[config.mk]
export PLATFORM = sky130hd
export DESIGN_NAME = cascaded_biquad_stereo_filter_core_flat
export DESIGN_NICKNAME = d
export VERILOG_FILES = /design/src/rtl/core/cbq_pkg.sv /design/src/rtl/core/cbq_in_if.sv /design/src/rtl/core/cbq_out_if.sv /design/src/rtl/core/cascaded_biquad_stereo_filter_core.sv /design/src/rtl/core/cbq_mac.sv /design/src/rtl/core/cbq_hist_mem.sv /design/src/rtl/core/cbq_seq.sv /design/src/flat_wrapper.sv
export VERILOG_INCLUDE_DIRS = /design/src /design/src/rtl/core
export SDC_FILE = /design/constraint.sdc
export NUM_CORES = 2
export LEC_CHECK = 0
export BUFFER_PORTS_ARGS = -buffer_cell sky130_fd_sc_hd__buf_2
export CAP_MARGIN = 30
export CORE_UTILIZATION = 30
export DETAILED_ROUTE_END_ITERATION = 16
export PLACE_DENSITY = 0.53
export SYNTH_ARGS = -nofsm -noshare
export SYNTH_HDL_FRONTEND = slang
export SYNTH_SLANG_ARGS = --single-unit
[constraint.sdc]
create_clock -name clk_i -period 19.5 [get_ports clk_i]
set_input_delay 0.975 -clock clk_i [delete_from_list [all_inputs] [get_ports clk_i]]
set_output_delay 0.975 -clock clk_i [all_outputs]
set_load 0.01 [all_outputs]
[src/rtl/core/cascaded_biquad_stereo_filter_core_defines.svh]
// assertion macros shared by the core
`ifndef CASCADED_BIQUAD_STEREO_FILTER_CORE_DEFINES_SVH
`define CASCADED_BIQUAD_STEREO_FILTER_CORE_DEFINES_SVH

// consequent must hold in the same cycle as the antecedent
`define CBQ_ASSERT_NOW(label, clk, rst_n, ante, cons) \
  label: assert property (@(posedge clk) disable iff (!rst_n) (ante) |-> (cons)) \
    else $error("cbq check failed");

// consequent must hold in the cycle after the antecedent
`define CBQ_ASSERT_NEXT(label, clk, rst_n, ante, cons) \
  label: assert property (@(posedge clk) disable iff (!rst_n) (ante) |=> (cons)) \
    else $error("cbq check failed");

`endif

[src/rtl/core/cbq_pkg.sv]
package cbq_pkg;

  localparam int DATA_W     = 32;
  localparam int GAIN_SHIFT = 8;
  localparam int PRE_GAIN_W = 10;
  localparam int VOLUME_W   = 8;
  localparam int CFG_IDX_W  = 3;
  localparam int TERM_W     = 3;

  // defaults for the top level parameters
  localparam int FRAC_BITS_DEF    = 16;
  localparam int NUM_STAGES_DEF   = 2;
  localparam int NUM_CHANNELS_DEF = 2;
  localparam int SAMPLE_BITS_DEF  = 16;

  // register map
  localparam logic [CFG_IDX_W-1:0] REG_COEF_B0  = 3'd0;
  localparam logic [CFG_IDX_W-1:0] REG_COEF_B1  = 3'd1;
  localparam logic [CFG_IDX_W-1:0] REG_COEF_B2  = 3'd2;
  localparam logic [CFG_IDX_W-1:0] REG_COEF_A1  = 3'd3;
  localparam logic [CFG_IDX_W-1:0] REG_COEF_A2  = 3'd4;
  localparam logic [CFG_IDX_W-1:0] REG_PRE_GAIN = 3'd5;
  localparam logic [CFG_IDX_W-1:0] REG_VOLUME   = 3'd6;

  localparam logic [PRE_GAIN_W-1:0] PRE_GAIN_RST = 10'd0;
  localparam logic [VOLUME_W-1:0]   VOLUME_RST   = 8'd255;

  // product order within one biquad stage
  localparam logic [TERM_W-1:0] TERM_B0 = 3'd0;
  localparam logic [TERM_W-1:0] TERM_B1 = 3'd1;
  localparam logic [TERM_W-1:0] TERM_B2 = 3'd2;
  localparam logic [TERM_W-1:0] TERM_A1 = 3'd3;
  localparam logic [TERM_W-1:0] TERM_A2 = 3'd4;

  typedef enum logic [3:0] {
    ST_IDLE,
    ST_PRE_MUL,
    ST_PRE_ACC,
    ST_READ,
    ST_MAC,
    ST_MAC_LAST,
    ST_WRITE,
    ST_VOL_MUL,
    ST_VOL_ACC,
    ST_DONE
  } state_e;

  typedef enum logic [1:0] {
    ACC_HOLD,
    ACC_LOAD,
    ACC_ADD,
    ACC_SUB
  } acc_op_e;

  typedef enum logic [1:0] {
    OPS_PRE,
    OPS_TERM,
    OPS_VOL
  } op_sel_e;

  typedef struct packed {
    logic              mul_en;
    acc_op_e           acc_op;
    logic              gain_sel;
    op_sel_e           op_sel;
    logic [TERM_W-1:0] term;
    logic              rd_en;
    logic              wr_en;
    logic              x_load;
    logic              out_load;
  } ctrl_t;

  // per channel and stage history row
  typedef struct packed {
    logic [DATA_W-1:0] x1;
    logic [DATA_W-1:0] x2;
    logic [DATA_W-1:0] y1;
    logic [DATA_W-1:0] y2;
  } row_t;

endpackage

[src/rtl/core/cbq_in_if.sv]
interface cbq_in_if #(
  parameter int SAMPLE_BITS = cbq_pkg::SAMPLE_BITS_DEF
) ();
  logic                          valid;
  logic                          ready;
  logic signed [SAMPLE_BITS-1:0] sample_in;
  logic                          channel;

  modport source (output valid, output sample_in, output channel, input ready);
  modport sink (input valid, input sample_in, input channel, output ready);
endinterface

[src/rtl/core/cbq_out_if.sv]
interface cbq_out_if ();
  logic                            valid;
  logic                            ready;
  logic signed [cbq_pkg::DATA_W-1:0] sample_out;

  modport source (output valid, output sample_out, input ready);
  modport sink (input valid, input sample_out, output ready);
endinterface

[src/rtl/core/cascaded_biquad_stereo_filter_core.sv]
// items are taken one at a time: ready is low from acceptance until the result enters the
//   output register, which waits while an earlier result is still held; the single
//   32x32 multiplier computes the pre-gain, five products per stage and the volume
// reset (async, active low): idle, ready high, output empty, coefficients zero,
//   pre-gain zero, volume 255, all filter histories read as zero
`include "cascaded_biquad_stereo_filter_core_defines.svh"

module cascaded_biquad_stereo_filter_core #(
  parameter int FRAC_BITS    = cbq_pkg::FRAC_BITS_DEF,
  parameter int NUM_STAGES   = cbq_pkg::NUM_STAGES_DEF,
  parameter int NUM_CHANNELS = cbq_pkg::NUM_CHANNELS_DEF,
  parameter int SAMPLE_BITS  = cbq_pkg::SAMPLE_BITS_DEF
) (
  input  logic                          clk_i,
  input  logic                          rst_ni,
  cbq_in_if.sink                        in_i,
  cbq_out_if.source                     out_o,
  input  logic                          cfg_we_i,
  input  logic [cbq_pkg::CFG_IDX_W-1:0] cfg_idx_i,
  input  logic [cbq_pkg::DATA_W-1:0]    cfg_wdata_i
);

  localparam int DW     = cbq_pkg::DATA_W;
  localparam int ROWS   = NUM_CHANNELS * NUM_STAGES;
  localparam int ROW_AW = (ROWS > 1) ? $clog2(ROWS) : 1;
  localparam int ST_W   = (NUM_STAGES > 1) ? $clog2(NUM_STAGES) : 1;

  // configuration registers
  logic signed [DW-1:0] coef_b0_q, coef_b1_q, coef_b2_q, coef_a1_q, coef_a2_q;
  logic [cbq_pkg::PRE_GAIN_W-1:0] pre_gain_q;
  logic [cbq_pkg::VOLUME_W-1:0]   volume_q;

  always_ff @(posedge clk_i or negedge rst_ni) begin
    if (!rst_ni) begin
      coef_b0_q  <= '0;
      coef_b1_q  <= '0;
      coef_b2_q  <= '0;
      coef_a1_q  <= '0;
      coef_a2_q  <= '0;
      pre_gain_q <= cbq_pkg::PRE_GAIN_RST;
      volume_q   <= cbq_pkg::VOLUME_RST;
    end else if (cfg_we_i) begin
      unique case (cfg_idx_i)
        cbq_pkg::REG_COEF_B0:  coef_b0_q  <= cfg_wdata_i;
        cbq_pkg::REG_COEF_B1:  coef_b1_q  <= cfg_wdata_i;
        cbq_pkg::REG_COEF_B2:  coef_b2_q  <= cfg_wdata_i;
        cbq_pkg::REG_COEF_A1:  coef_a1_q  <= cfg_wdata_i;
        cbq_pkg::REG_COEF_A2:  coef_a2_q  <= cfg_wdata_i;
        cbq_pkg::REG_PRE_GAIN: pre_gain_q <= cfg_wdata_i[cbq_pkg::PRE_GAIN_W-1:0];
        cbq_pkg::REG_VOLUME:   volume_q   <= cfg_wdata_i[cbq_pkg::VOLUME_W-1:0];
        default:               ; // unmapped index, write dropped
      endcase
    end
  end

  // sequencer
  cbq_pkg::ctrl_t  ctrl;
  logic [ST_W-1:0] stage;
  logic            in_fire;
  logic            out_free;
  logic            out_valid_q;
  logic [DW-1:0]   out_data_q;

  assign in_fire  = in_i.valid && in_i.ready;
  assign out_free = !out_valid_q || out_o.ready;

  cbq_seq #(
    .NUM_STAGES (NUM_STAGES),
    .ST_W       (ST_W)
  ) u_seq (
    .clk_i      (clk_i),
    .rst_ni     (rst_ni),
    .in_fire_i  (in_fire),
    .out_free_i (out_free),
    .in_ready_o (in_i.ready),
    .stage_o    (stage),
    .ctrl_o     (ctrl)
  );

  // captured item: sign-extended sample and clamped channel
  logic signed [DW-1:0] sample_q;
  logic                 ch_q;

  always_ff @(posedge clk_i) begin
    if (in_fire) begin
      sample_q <= {{(DW-SAMPLE_BITS){in_i.sample_in[SAMPLE_BITS-1]}}, in_i.sample_in};
      // with a single channel, every item maps onto channel zero
      ch_q     <= (NUM_CHANNELS > 1) ? in_i.channel : 1'b0;
    end
  end

  // stage input x, taken from the accumulator before each stage
  logic signed [DW-1:0] acc;
  logic signed [DW-1:0] x_q;

  always_ff @(posedge clk_i) begin
    if (ctrl.x_load) begin
      x_q <= acc;
    end
  end

  // history rows, one per channel and stage
  logic [ROW_AW-1:0] row_addr;
  cbq_pkg::row_t     rd_row;
  cbq_pkg::row_t     wr_row;

  assign row_addr = ROW_AW'(int'(ch_q) * NUM_STAGES + int'(stage));

  // shift the delay line: new x and y enter, oldest entries drop out
  always_comb begin
    wr_row.x1 = x_q;
    wr_row.x2 = rd_row.x1;
    wr_row.y1 = acc;
    wr_row.y2 = rd_row.y1;
  end

  cbq_hist_mem #(
    .ROWS   (ROWS),
    .ROW_AW (ROW_AW)
  ) u_hist (
    .clk_i     (clk_i),
    .rst_ni    (rst_ni),
    .rd_en_i   (ctrl.rd_en),
    .rd_addr_i (row_addr),
    .rd_row_o  (rd_row),
    .wr_en_i   (ctrl.wr_en),
    .wr_addr_i (row_addr),
    .wr_row_i  (wr_row)
  );

  // operand selection for the shared multiplier
  logic signed [DW-1:0] op_a, op_b;

  always_comb begin
    op_a = coef_b0_q;
    op_b = x_q;
    case (ctrl.op_sel)
      cbq_pkg::OPS_PRE: begin
        op_a = {{(DW-cbq_pkg::PRE_GAIN_W){1'b0}}, pre_gain_q};
        op_b = sample_q;
      end
      cbq_pkg::OPS_VOL: begin
        op_a = {{(DW-cbq_pkg::VOLUME_W){1'b0}}, volume_q};
        op_b = acc;
      end
      default: begin
        case (ctrl.term)
          cbq_pkg::TERM_B0: begin
            op_a = coef_b0_q;
            op_b = x_q;
          end
          cbq_pkg::TERM_B1: begin
            op_a = coef_b1_q;
            op_b = rd_row.x1;
          end
          cbq_pkg::TERM_B2: begin
            op_a = coef_b2_q;
            op_b = rd_row.x2;
          end
          cbq_pkg::TERM_A1: begin
            op_a = coef_a1_q;
            op_b = rd_row.y1;
          end
          default: begin
            op_a = coef_a2_q;
            op_b = rd_row.y2;
          end
        endcase
      end
    endcase
  end

  // multiplier plus accumulator; also holds the gain-scaled values
  cbq_mac #(
    .FRAC_BITS (FRAC_BITS)
  ) u_mac (
    .clk_i  (clk_i),
    .ctrl_i (ctrl),
    .op_a_i (op_a),
    .op_b_i (op_b),
    .acc_o  (acc)
  );

  // output register, frees the core while the result waits
  always_ff @(posedge clk_i or negedge rst_ni) begin
    if (!rst_ni) begin
      out_valid_q <= 1'b0;
    end else if (ctrl.out_load) begin
      out_valid_q <= 1'b1;
    end else if (out_o.ready) begin
      out_valid_q <= 1'b0;
    end
  end

  always_ff @(posedge clk_i) begin
    if (ctrl.out_load) begin
      out_data_q <= acc;
    end
  end

  assign out_o.valid      = out_valid_q;
  assign out_o.sample_out = out_data_q;

  // an accepted item keeps the core busy on the next cycle
  `CBQ_ASSERT_NEXT(a_busy_after_accept, clk_i, rst_ni, in_fire, !in_i.ready)
  // the stage counter stays within the cascade
  `CBQ_ASSERT_NOW(a_stage_range, clk_i, rst_ni, 1'b1, int'(stage) < NUM_STAGES)
  // a new result never overwrites one that was not taken
  `CBQ_ASSERT_NOW(a_no_overwrite, clk_i, rst_ni, ctrl.out_load, !out_valid_q || out_o.ready)

endmodule

[src/rtl/core/cbq_mac.sv]
module cbq_mac #(
  parameter int FRAC_BITS = cbq_pkg::FRAC_BITS_DEF
) (
  input  logic                               clk_i,
  input  cbq_pkg::ctrl_t                     ctrl_i,
  input  logic signed [cbq_pkg::DATA_W-1:0]  op_a_i,
  input  logic signed [cbq_pkg::DATA_W-1:0]  op_b_i,
  output logic signed [cbq_pkg::DATA_W-1:0]  acc_o
);

  logic signed [2*cbq_pkg::DATA_W-1:0] prod;
  logic signed [2*cbq_pkg::DATA_W-1:0] prod_q;
  logic signed [cbq_pkg::DATA_W-1:0]   lo_word;
  logic signed [cbq_pkg::DATA_W-1:0]   term;
  logic signed [cbq_pkg::DATA_W-1:0]   acc_d, acc_q;

  assign prod = op_a_i * op_b_i;

  always_ff @(posedge clk_i) begin
    if (ctrl_i.mul_en) begin
      prod_q <= prod;
    end
  end

  // gain product wraps to 32 bits before the shift, coefficient product does not
  assign lo_word = prod_q[cbq_pkg::DATA_W-1:0];

  always_comb begin
    if (ctrl_i.gain_sel) begin
      term = lo_word >>> cbq_pkg::GAIN_SHIFT;
    end else begin
      term = prod_q[FRAC_BITS+cbq_pkg::DATA_W-1:FRAC_BITS];
    end
  end

  always_comb begin
    case (ctrl_i.acc_op)
      cbq_pkg::ACC_LOAD: acc_d = term;
      cbq_pkg::ACC_ADD:  acc_d = acc_q + term;
      cbq_pkg::ACC_SUB:  acc_d = acc_q - term;
      default:           acc_d = acc_q;
    endcase
  end

  always_ff @(posedge clk_i) begin
    acc_q <= acc_d;
  end

  assign acc_o = acc_q;

endmodule

[src/rtl/core/cbq_hist_mem.sv]
module cbq_hist_mem #(
  parameter int ROWS   = 4,
  parameter int ROW_AW = 2
) (
  input  logic              clk_i,
  input  logic              rst_ni,
  input  logic              rd_en_i,
  input  logic [ROW_AW-1:0] rd_addr_i,
  output cbq_pkg::row_t     rd_row_o,
  input  logic              wr_en_i,
  input  logic [ROW_AW-1:0] wr_addr_i,
  input  cbq_pkg::row_t     wr_row_i
);

  cbq_pkg::row_t mem [ROWS];
  cbq_pkg::row_t rd_q;
  logic [ROWS-1:0] vld_q;
  logic            rd_vld_q;

  always_ff @(posedge clk_i) begin
    if (wr_en_i) begin
      mem[wr_addr_i] <= wr_row_i;
    end
    if (rd_en_i) begin
      rd_q <= mem[rd_addr_i];
    end
  end

  // rows never written read as zero history
  always_ff @(posedge clk_i or negedge rst_ni) begin
    if (!rst_ni) begin
      vld_q    <= '0;
      rd_vld_q <= 1'b0;
    end else begin
      if (wr_en_i) begin
        vld_q[wr_addr_i] <= 1'b1;
      end
      if (rd_en_i) begin
        rd_vld_q <= vld_q[rd_addr_i];
      end
    end
  end

  assign rd_row_o = rd_vld_q ? rd_q : '0;

endmodule

[src/rtl/core/cbq_seq.sv]
module cbq_seq #(
  parameter int NUM_STAGES = cbq_pkg::NUM_STAGES_DEF,
  parameter int ST_W       = 1
) (
  input  logic            clk_i,
  input  logic            rst_ni,
  input  logic            in_fire_i,
  input  logic            out_free_i,
  output logic            in_ready_o,
  output logic [ST_W-1:0] stage_o,
  output cbq_pkg::ctrl_t  ctrl_o
);

  cbq_pkg::state_e             state_d, state_q;
  logic [cbq_pkg::TERM_W-1:0]  term_d, term_q;
  logic [ST_W-1:0]             stage_d, stage_q;
  logic                        last_stage;

  assign last_stage = (stage_q == ST_W'(NUM_STAGES - 1));

  always_comb begin
    state_d = state_q;
    unique case (state_q)
      cbq_pkg::ST_IDLE:     if (in_fire_i) state_d = cbq_pkg::ST_PRE_MUL;
      cbq_pkg::ST_PRE_MUL:  state_d = cbq_pkg::ST_PRE_ACC;
      cbq_pkg::ST_PRE_ACC:  state_d = cbq_pkg::ST_READ;
      cbq_pkg::ST_READ:     state_d = cbq_pkg::ST_MAC;
      cbq_pkg::ST_MAC:      if (term_q == cbq_pkg::TERM_A2) state_d = cbq_pkg::ST_MAC_LAST;
      cbq_pkg::ST_MAC_LAST: state_d = cbq_pkg::ST_WRITE;
      cbq_pkg::ST_WRITE:    state_d = last_stage ? cbq_pkg::ST_VOL_MUL : cbq_pkg::ST_READ;
      cbq_pkg::ST_VOL_MUL:  state_d = cbq_pkg::ST_VOL_ACC;
      cbq_pkg::ST_VOL_ACC:  state_d = cbq_pkg::ST_DONE;
      cbq_pkg::ST_DONE:     if (out_free_i) state_d = cbq_pkg::ST_IDLE;
      default:              state_d = cbq_pkg::ST_IDLE;
    endcase
  end

  always_comb begin
    term_d  = (state_q == cbq_pkg::ST_MAC) ? term_q + 1'b1 : cbq_pkg::TERM_B0;
    stage_d = stage_q;
    if (state_q == cbq_pkg::ST_IDLE) begin
      stage_d = '0;
    end else if (state_q == cbq_pkg::ST_WRITE) begin
      stage_d = last_stage ? '0 : stage_q + 1'b1;
    end
  end

  always_comb begin
    in_ready_o      = 1'b0;
    ctrl_o          = '0;
    ctrl_o.acc_op   = cbq_pkg::ACC_HOLD;
    ctrl_o.op_sel   = cbq_pkg::OPS_TERM;
    ctrl_o.term     = term_q;
    unique case (state_q)
      cbq_pkg::ST_IDLE: begin
        in_ready_o = 1'b1;
      end
      cbq_pkg::ST_PRE_MUL: begin
        ctrl_o.op_sel = cbq_pkg::OPS_PRE;
        ctrl_o.mul_en = 1'b1;
      end
      cbq_pkg::ST_PRE_ACC, cbq_pkg::ST_VOL_ACC: begin
        ctrl_o.acc_op   = cbq_pkg::ACC_LOAD;
        ctrl_o.gain_sel = 1'b1;
      end
      cbq_pkg::ST_READ: begin
        ctrl_o.rd_en  = 1'b1;
        ctrl_o.x_load = 1'b1;
      end
      cbq_pkg::ST_MAC: begin
        ctrl_o.mul_en = 1'b1;
        // the accumulator trails the multiplier by one product
        case (term_q) inside
          cbq_pkg::TERM_B1:                   ctrl_o.acc_op = cbq_pkg::ACC_LOAD;
          cbq_pkg::TERM_B2, cbq_pkg::TERM_A1: ctrl_o.acc_op = cbq_pkg::ACC_ADD;
          cbq_pkg::TERM_A2:                   ctrl_o.acc_op = cbq_pkg::ACC_SUB;
          default:                            ctrl_o.acc_op = cbq_pkg::ACC_HOLD;
        endcase
      end
      cbq_pkg::ST_MAC_LAST: begin
        ctrl_o.acc_op = cbq_pkg::ACC_SUB;
      end
      cbq_pkg::ST_WRITE: begin
        ctrl_o.wr_en = 1'b1;
      end
      cbq_pkg::ST_VOL_MUL: begin
        ctrl_o.op_sel = cbq_pkg::OPS_VOL;
        ctrl_o.mul_en = 1'b1;
      end
      cbq_pkg::ST_DONE: begin
        ctrl_o.out_load = out_free_i;
      end
      default: begin
        in_ready_o = 1'b0;
      end
    endcase
  end

  always_ff @(posedge clk_i or negedge rst_ni) begin
    if (!rst_ni) begin
      state_q <= cbq_pkg::ST_IDLE;
      term_q  <= cbq_pkg::TERM_B0;
      stage_q <= '0;
    end else begin
      state_q <= state_d;
      term_q  <= term_d;
      stage_q <= stage_d;
    end
  end

  assign stage_o = stage_q;

endmodule

[src/flat_wrapper.sv]
// flat-port wrapper written by rule: the top's interface ports become plain ports
module cascaded_biquad_stereo_filter_core_flat 
#(
  parameter int FRAC_BITS    = cbq_pkg::FRAC_BITS_DEF,
  parameter int NUM_STAGES   = cbq_pkg::NUM_STAGES_DEF,
  parameter int NUM_CHANNELS = cbq_pkg::NUM_CHANNELS_DEF,
  parameter int SAMPLE_BITS  = cbq_pkg::SAMPLE_BITS_DEF
)
  (clk_i, rst_ni, cfg_we_i, cfg_idx_i, cfg_wdata_i, in_i_valid, in_i_sample_in, in_i_channel, in_i_ready, out_o_valid, out_o_sample_out, out_o_ready);
  cbq_in_if #(.SAMPLE_BITS(SAMPLE_BITS)) in_i_i ();
  cbq_out_if out_o_i ();
  input  logic clk_i;
  input  logic rst_ni;
  input  logic cfg_we_i;
  input  logic [cbq_pkg::CFG_IDX_W-1:0] cfg_idx_i;
  input  logic [cbq_pkg::DATA_W-1:0] cfg_wdata_i;
  input wire logic [$bits(in_i_i.valid)-1:0] in_i_valid;
  input wire logic [$bits(in_i_i.sample_in)-1:0] in_i_sample_in;
  input wire logic [$bits(in_i_i.channel)-1:0] in_i_channel;
  output wire logic [$bits(in_i_i.ready)-1:0] in_i_ready;
  output wire logic [$bits(out_o_i.valid)-1:0] out_o_valid;
  output wire logic [$bits(out_o_i.sample_out)-1:0] out_o_sample_out;
  input wire logic [$bits(out_o_i.ready)-1:0] out_o_ready;
  assign in_i_i.valid = in_i_valid;
  assign in_i_i.sample_in = in_i_sample_in;
  assign in_i_i.channel = in_i_channel;
  assign in_i_ready = in_i_i.ready;
  assign out_o_valid = out_o_i.valid;
  assign out_o_sample_out = out_o_i.sample_out;
  assign out_o_i.ready = out_o_ready;
  cascaded_biquad_stereo_filter_core #(.FRAC_BITS(FRAC_BITS), .NUM_STAGES(NUM_STAGES), .NUM_CHANNELS(NUM_CHANNELS), .SAMPLE_BITS(SAMPLE_BITS)) u_core (.clk_i(clk_i), .rst_ni(rst_ni), .in_i(in_i_i), .out_o(out_o_i), .cfg_we_i(cfg_we_i), .cfg_idx_i(cfg_idx_i), .cfg_wdata_i(cfg_wdata_i));
endmodule
==> impl_metrics.csv <==
group,metric,value,unit
setup_path,critPathMaxFanout,37,
global_routing,groute.usage.overall,0.181,
sta,setup_viol,0,
global_routing,grt_pass1_wl,309,mm
logic_synthesis,synth_async_sr_flop_share,0.195,
layout,layout.nets,6649,
routing,antenna_left,0,
logic_synthesis,synth_area_leaders,"edfxtp_1 (35%), fa_1 (25%), dfrtp_1 (6.8%)",
min_path,hp-class,"in -> async",
logic_synthesis,yosys.cell_count.top_type,"inv_1",
floorplanning,io_pins,91,
logic_synthesis,yosys_register_bits,985,
routing,drt-initial-drc-count,3777,
clock_tree,post_cts_resized,0,
sta,hold_viol_final,0,
clock_tree,cts_max_path_buffers,3,
logic_synthesis,synthDistinctLibCells,75,
sta,timing.final.crit_share,0.625,
clock_tree,ctsHoldBuffers,0,
placement,io_buffers,90,
sta,max_slew.worst_pin.slew,1.06,ns
setup_path,startpoint_type,"flop",
logic_synthesis,yosysWarnings,0,
global_routing,grt_start_max_net_pins,116,
clock_tree,cts.sinks,985,
sta,final_max_slew_viol_count,0,
layout,area_growth,12.2,%
run_status,status,"complete, no violations",
global_routing,grt_pass1_vias,46400,
logic_synthesis,yosysTopAreaCellShare,0.352,
clock_tree,post_cts_buffers,0,
global_routing,antenna_found_initial,16,
setup_path,worstPathRequired,19.98,ns
clock_tree,clk_latency,0.74,ns
clock_tree,cts_buffers,97,
routing,wl_per_cell,23.7,um
job,cap_violations,0,
global_routing,gr-total-overflow,0,
routing,viasPerCell,5.02,
clock_tree,cts_tree,"done",
setup_path,worstSetupEndpointType,"flop",
logic_synthesis,syn-num-nets,6575,
logic_synthesis,synth-seq-area-share,0.423,
setup_path,slowest_delay,0.78,ns
routing,drt_pass1_iterations,5,
clock_tree,path_clk_slew,0.07,ns
setup_path,crit_type,"reg -> reg",
sta,maxSlewHeadroom,0.291,
floorplanning,die_y,477,um
placement,finalWeightedCongestion,0.912,
floorplanning,start_util,0.301,
floorplanning,die_w,477,um
clock_tree,cts_root_buf,"clkbuf_16",
routing,remaining_drc_errors,0,
logic_synthesis,synth_edf_count,793,
routing,wirelength,204,mm
sta,rsz0062_at_grt,"false",
layout,fill_cells,22300,
clock_tree,htree_levels,3,
sta,max_freq,82.0,MHz
floorplanning,dieArea,228000,um^2
setup_path,cpMaxStageDelayCell,"a221o_1",
routing,vias,43300,
logic_synthesis,synthTopCellsByCount,"inv_1 (846), fa_1 (839), edfxtp_1 (793)",
placement,hpwlAfterDp,146,mm
logic_synthesis,avgSynthCellArea,12.4,um^2
logic_synthesis,syn_inst,5479,
floorplanning,core-area,225000,um^2
logic_synthesis,synth_top_cell_by_area,"edfxtp_1",
layout,layout-drive-gt1-share,0.140,
logic_synthesis,syn_area,67700,um^2
setup_path,cp.arrival,12.67,ns
setup_path,crit_top_cell,"fa_1",
sta,finalSetupTns,0,ns
sta,fin_skew,0.0573,ns
floorplanning,rows,174,
sta,min_period,12.19,ns
logic_synthesis,ys.flop_type,"edfxtp_1",
[path summary, 6_finish.rpt]
kind / start / endpoint / slack [ns] / depth (start not counted)
max: u_core.u_seq.term_q[2]$_DFF_PN0_ / u_core.u_mac.prod_q[47]$_DFFE_PP_ / 7.31 / 36
min: rst_ni / u_core.u_hist.vld_q[0]$_DFFE_PN0P_ / 0.09 / 1
max reg2reg: u_core.u_seq.term_q[2]$_DFF_PN0_ / u_core.u_mac.prod_q[47]$_DFFE_PP_ / 7.31 / 36
min reg2reg: u_core.u_hist.vld_q[1]$_DFFE_PN0P_ / u_core.u_hist.vld_q[1]$_DFFE_PN0P_ / 0.47 / 1
max in group asynchronous: rst_ni / u_core.coef_a1_q[24]$_DFFE_PN0P_ / 18.41 / 3
min in group clk_i: in_i_sample_in[0] / u_core.sample_q[0]$_DFFE_PP_ / 0.43 / 1
[logic make-up (layout without fill, tap and decap cells)]
logic type,Yosys count,in the layout,share of synthesized area
AOI/OAI and AO/OA,489,489,0.0513
buffers and inverters,1109,1263,0.0615
adders and majority gates,1039,1039,0.285
muxes,334,334,0.0765
DFF,985,985,0.423
other,0,1,0
xor gates and xnor gates,129,129,0.0169
and+or+nand+nor,1394,1394,0.0863
[critical path: cells and delay by family (launching register included)]
kind | cells | cell delay [ns]
simple gates | 6 | 1.52
compound gates | 11 | 3.86
flops | 1 | 0.65
buf+inv | 8 | 1.35
xor+xnor | 1 | 0.08
fa+ha+maj | 10 | 4.43
[per-stage QoR]
stage               cell area (um^2)   util  cells  setup slack [ns]  hold slack [ns]
finish                         76000  0.338   8626              7.31           0.0909
global placement               72500  0.323   8436              7.42            0.449
CTS                            75900  0.338   8621              7.31            0.359
detailed placement             72600  0.323   8442              7.34            0.454
floorplan                      67700      -   5479              5.30            0.434
global route                   76000  0.338   8625              6.84           0.0537
[registers in the layout, indices dropped and copies added (netlist names), 3 cells and up]
signal and count:
u_core.coef_a1_q 32, u_core.coef_a2_q 32, u_core.coef_b0_q 32, u_core.coef_b1_q 32
u_core.coef_b2_q 32, u_core.out_o.sample_out 32, u_core.pre_gain_q 10, u_core.sample_q 16
u_core.u_hist.mem 512, u_core.u_hist.rd_q 128, u_core.u_hist.vld_q 4, u_core.u_mac.acc_o 32
u_core.u_mac.prod_q 40, u_core.u_seq.state_q 4, u_core.u_seq.term_q 3, u_core.volume_q 8
u_core.x_q 32
[per-layer routing]
| layer | wire length (um) | track usage | vias up |
|---|---|---|---|
| met3 | 13400 | 0.0290 | 346 |
| met2 | 93100 | 0.286 | 1574 |
| met4 | 6950 | 0.0564 | 2 |
| met5 | 19 | 0 | - |
| li1 | - | - | 18300 |
| met1 | 90800 | 0.256 | 23100 |
[placed cells by master (no fill, tap or decap), types with 31 or more instances in the layout]
cell type  synthesis  final
clkbuf_16          0    100
o21ai_0           69     68
mux2_2           178    178
buf_4              0    138
nor2_1           489    485
inv_1            846    846
edfxtp_1         793    793
ha_1             200    199
a21o_1            32     32
buf_2              5     90
nand3_1           31     31
dfrtp_1          184    182
nand2_1          653    652
xnor2_1           95     95
and2_1            98     98
fa_1             839    839
a21oi_1           82     81
mux4_2           129    129
xor2_1            33     33
a22oi_1           92     92
[cell type report]
cell class	instances	area, um^2	area share
Multi-Input combinational cell	3385	35400	0.466
Sequential cell	985	28600	0.377
Tap cell	2992	3740	0.0493
Inverter	847	3180	0.0418
Clock buffer	120	2610	0.0343
Timing Repair Buffer	237	1690	0.0223
Clock inverter	59	703	0.00925
Antenna cell	1	2.50	0.0000329
Power is left out: the tool's default activity adds up to more than one toggle a clock period on the data nets, which glitch-free logic cannot reach.
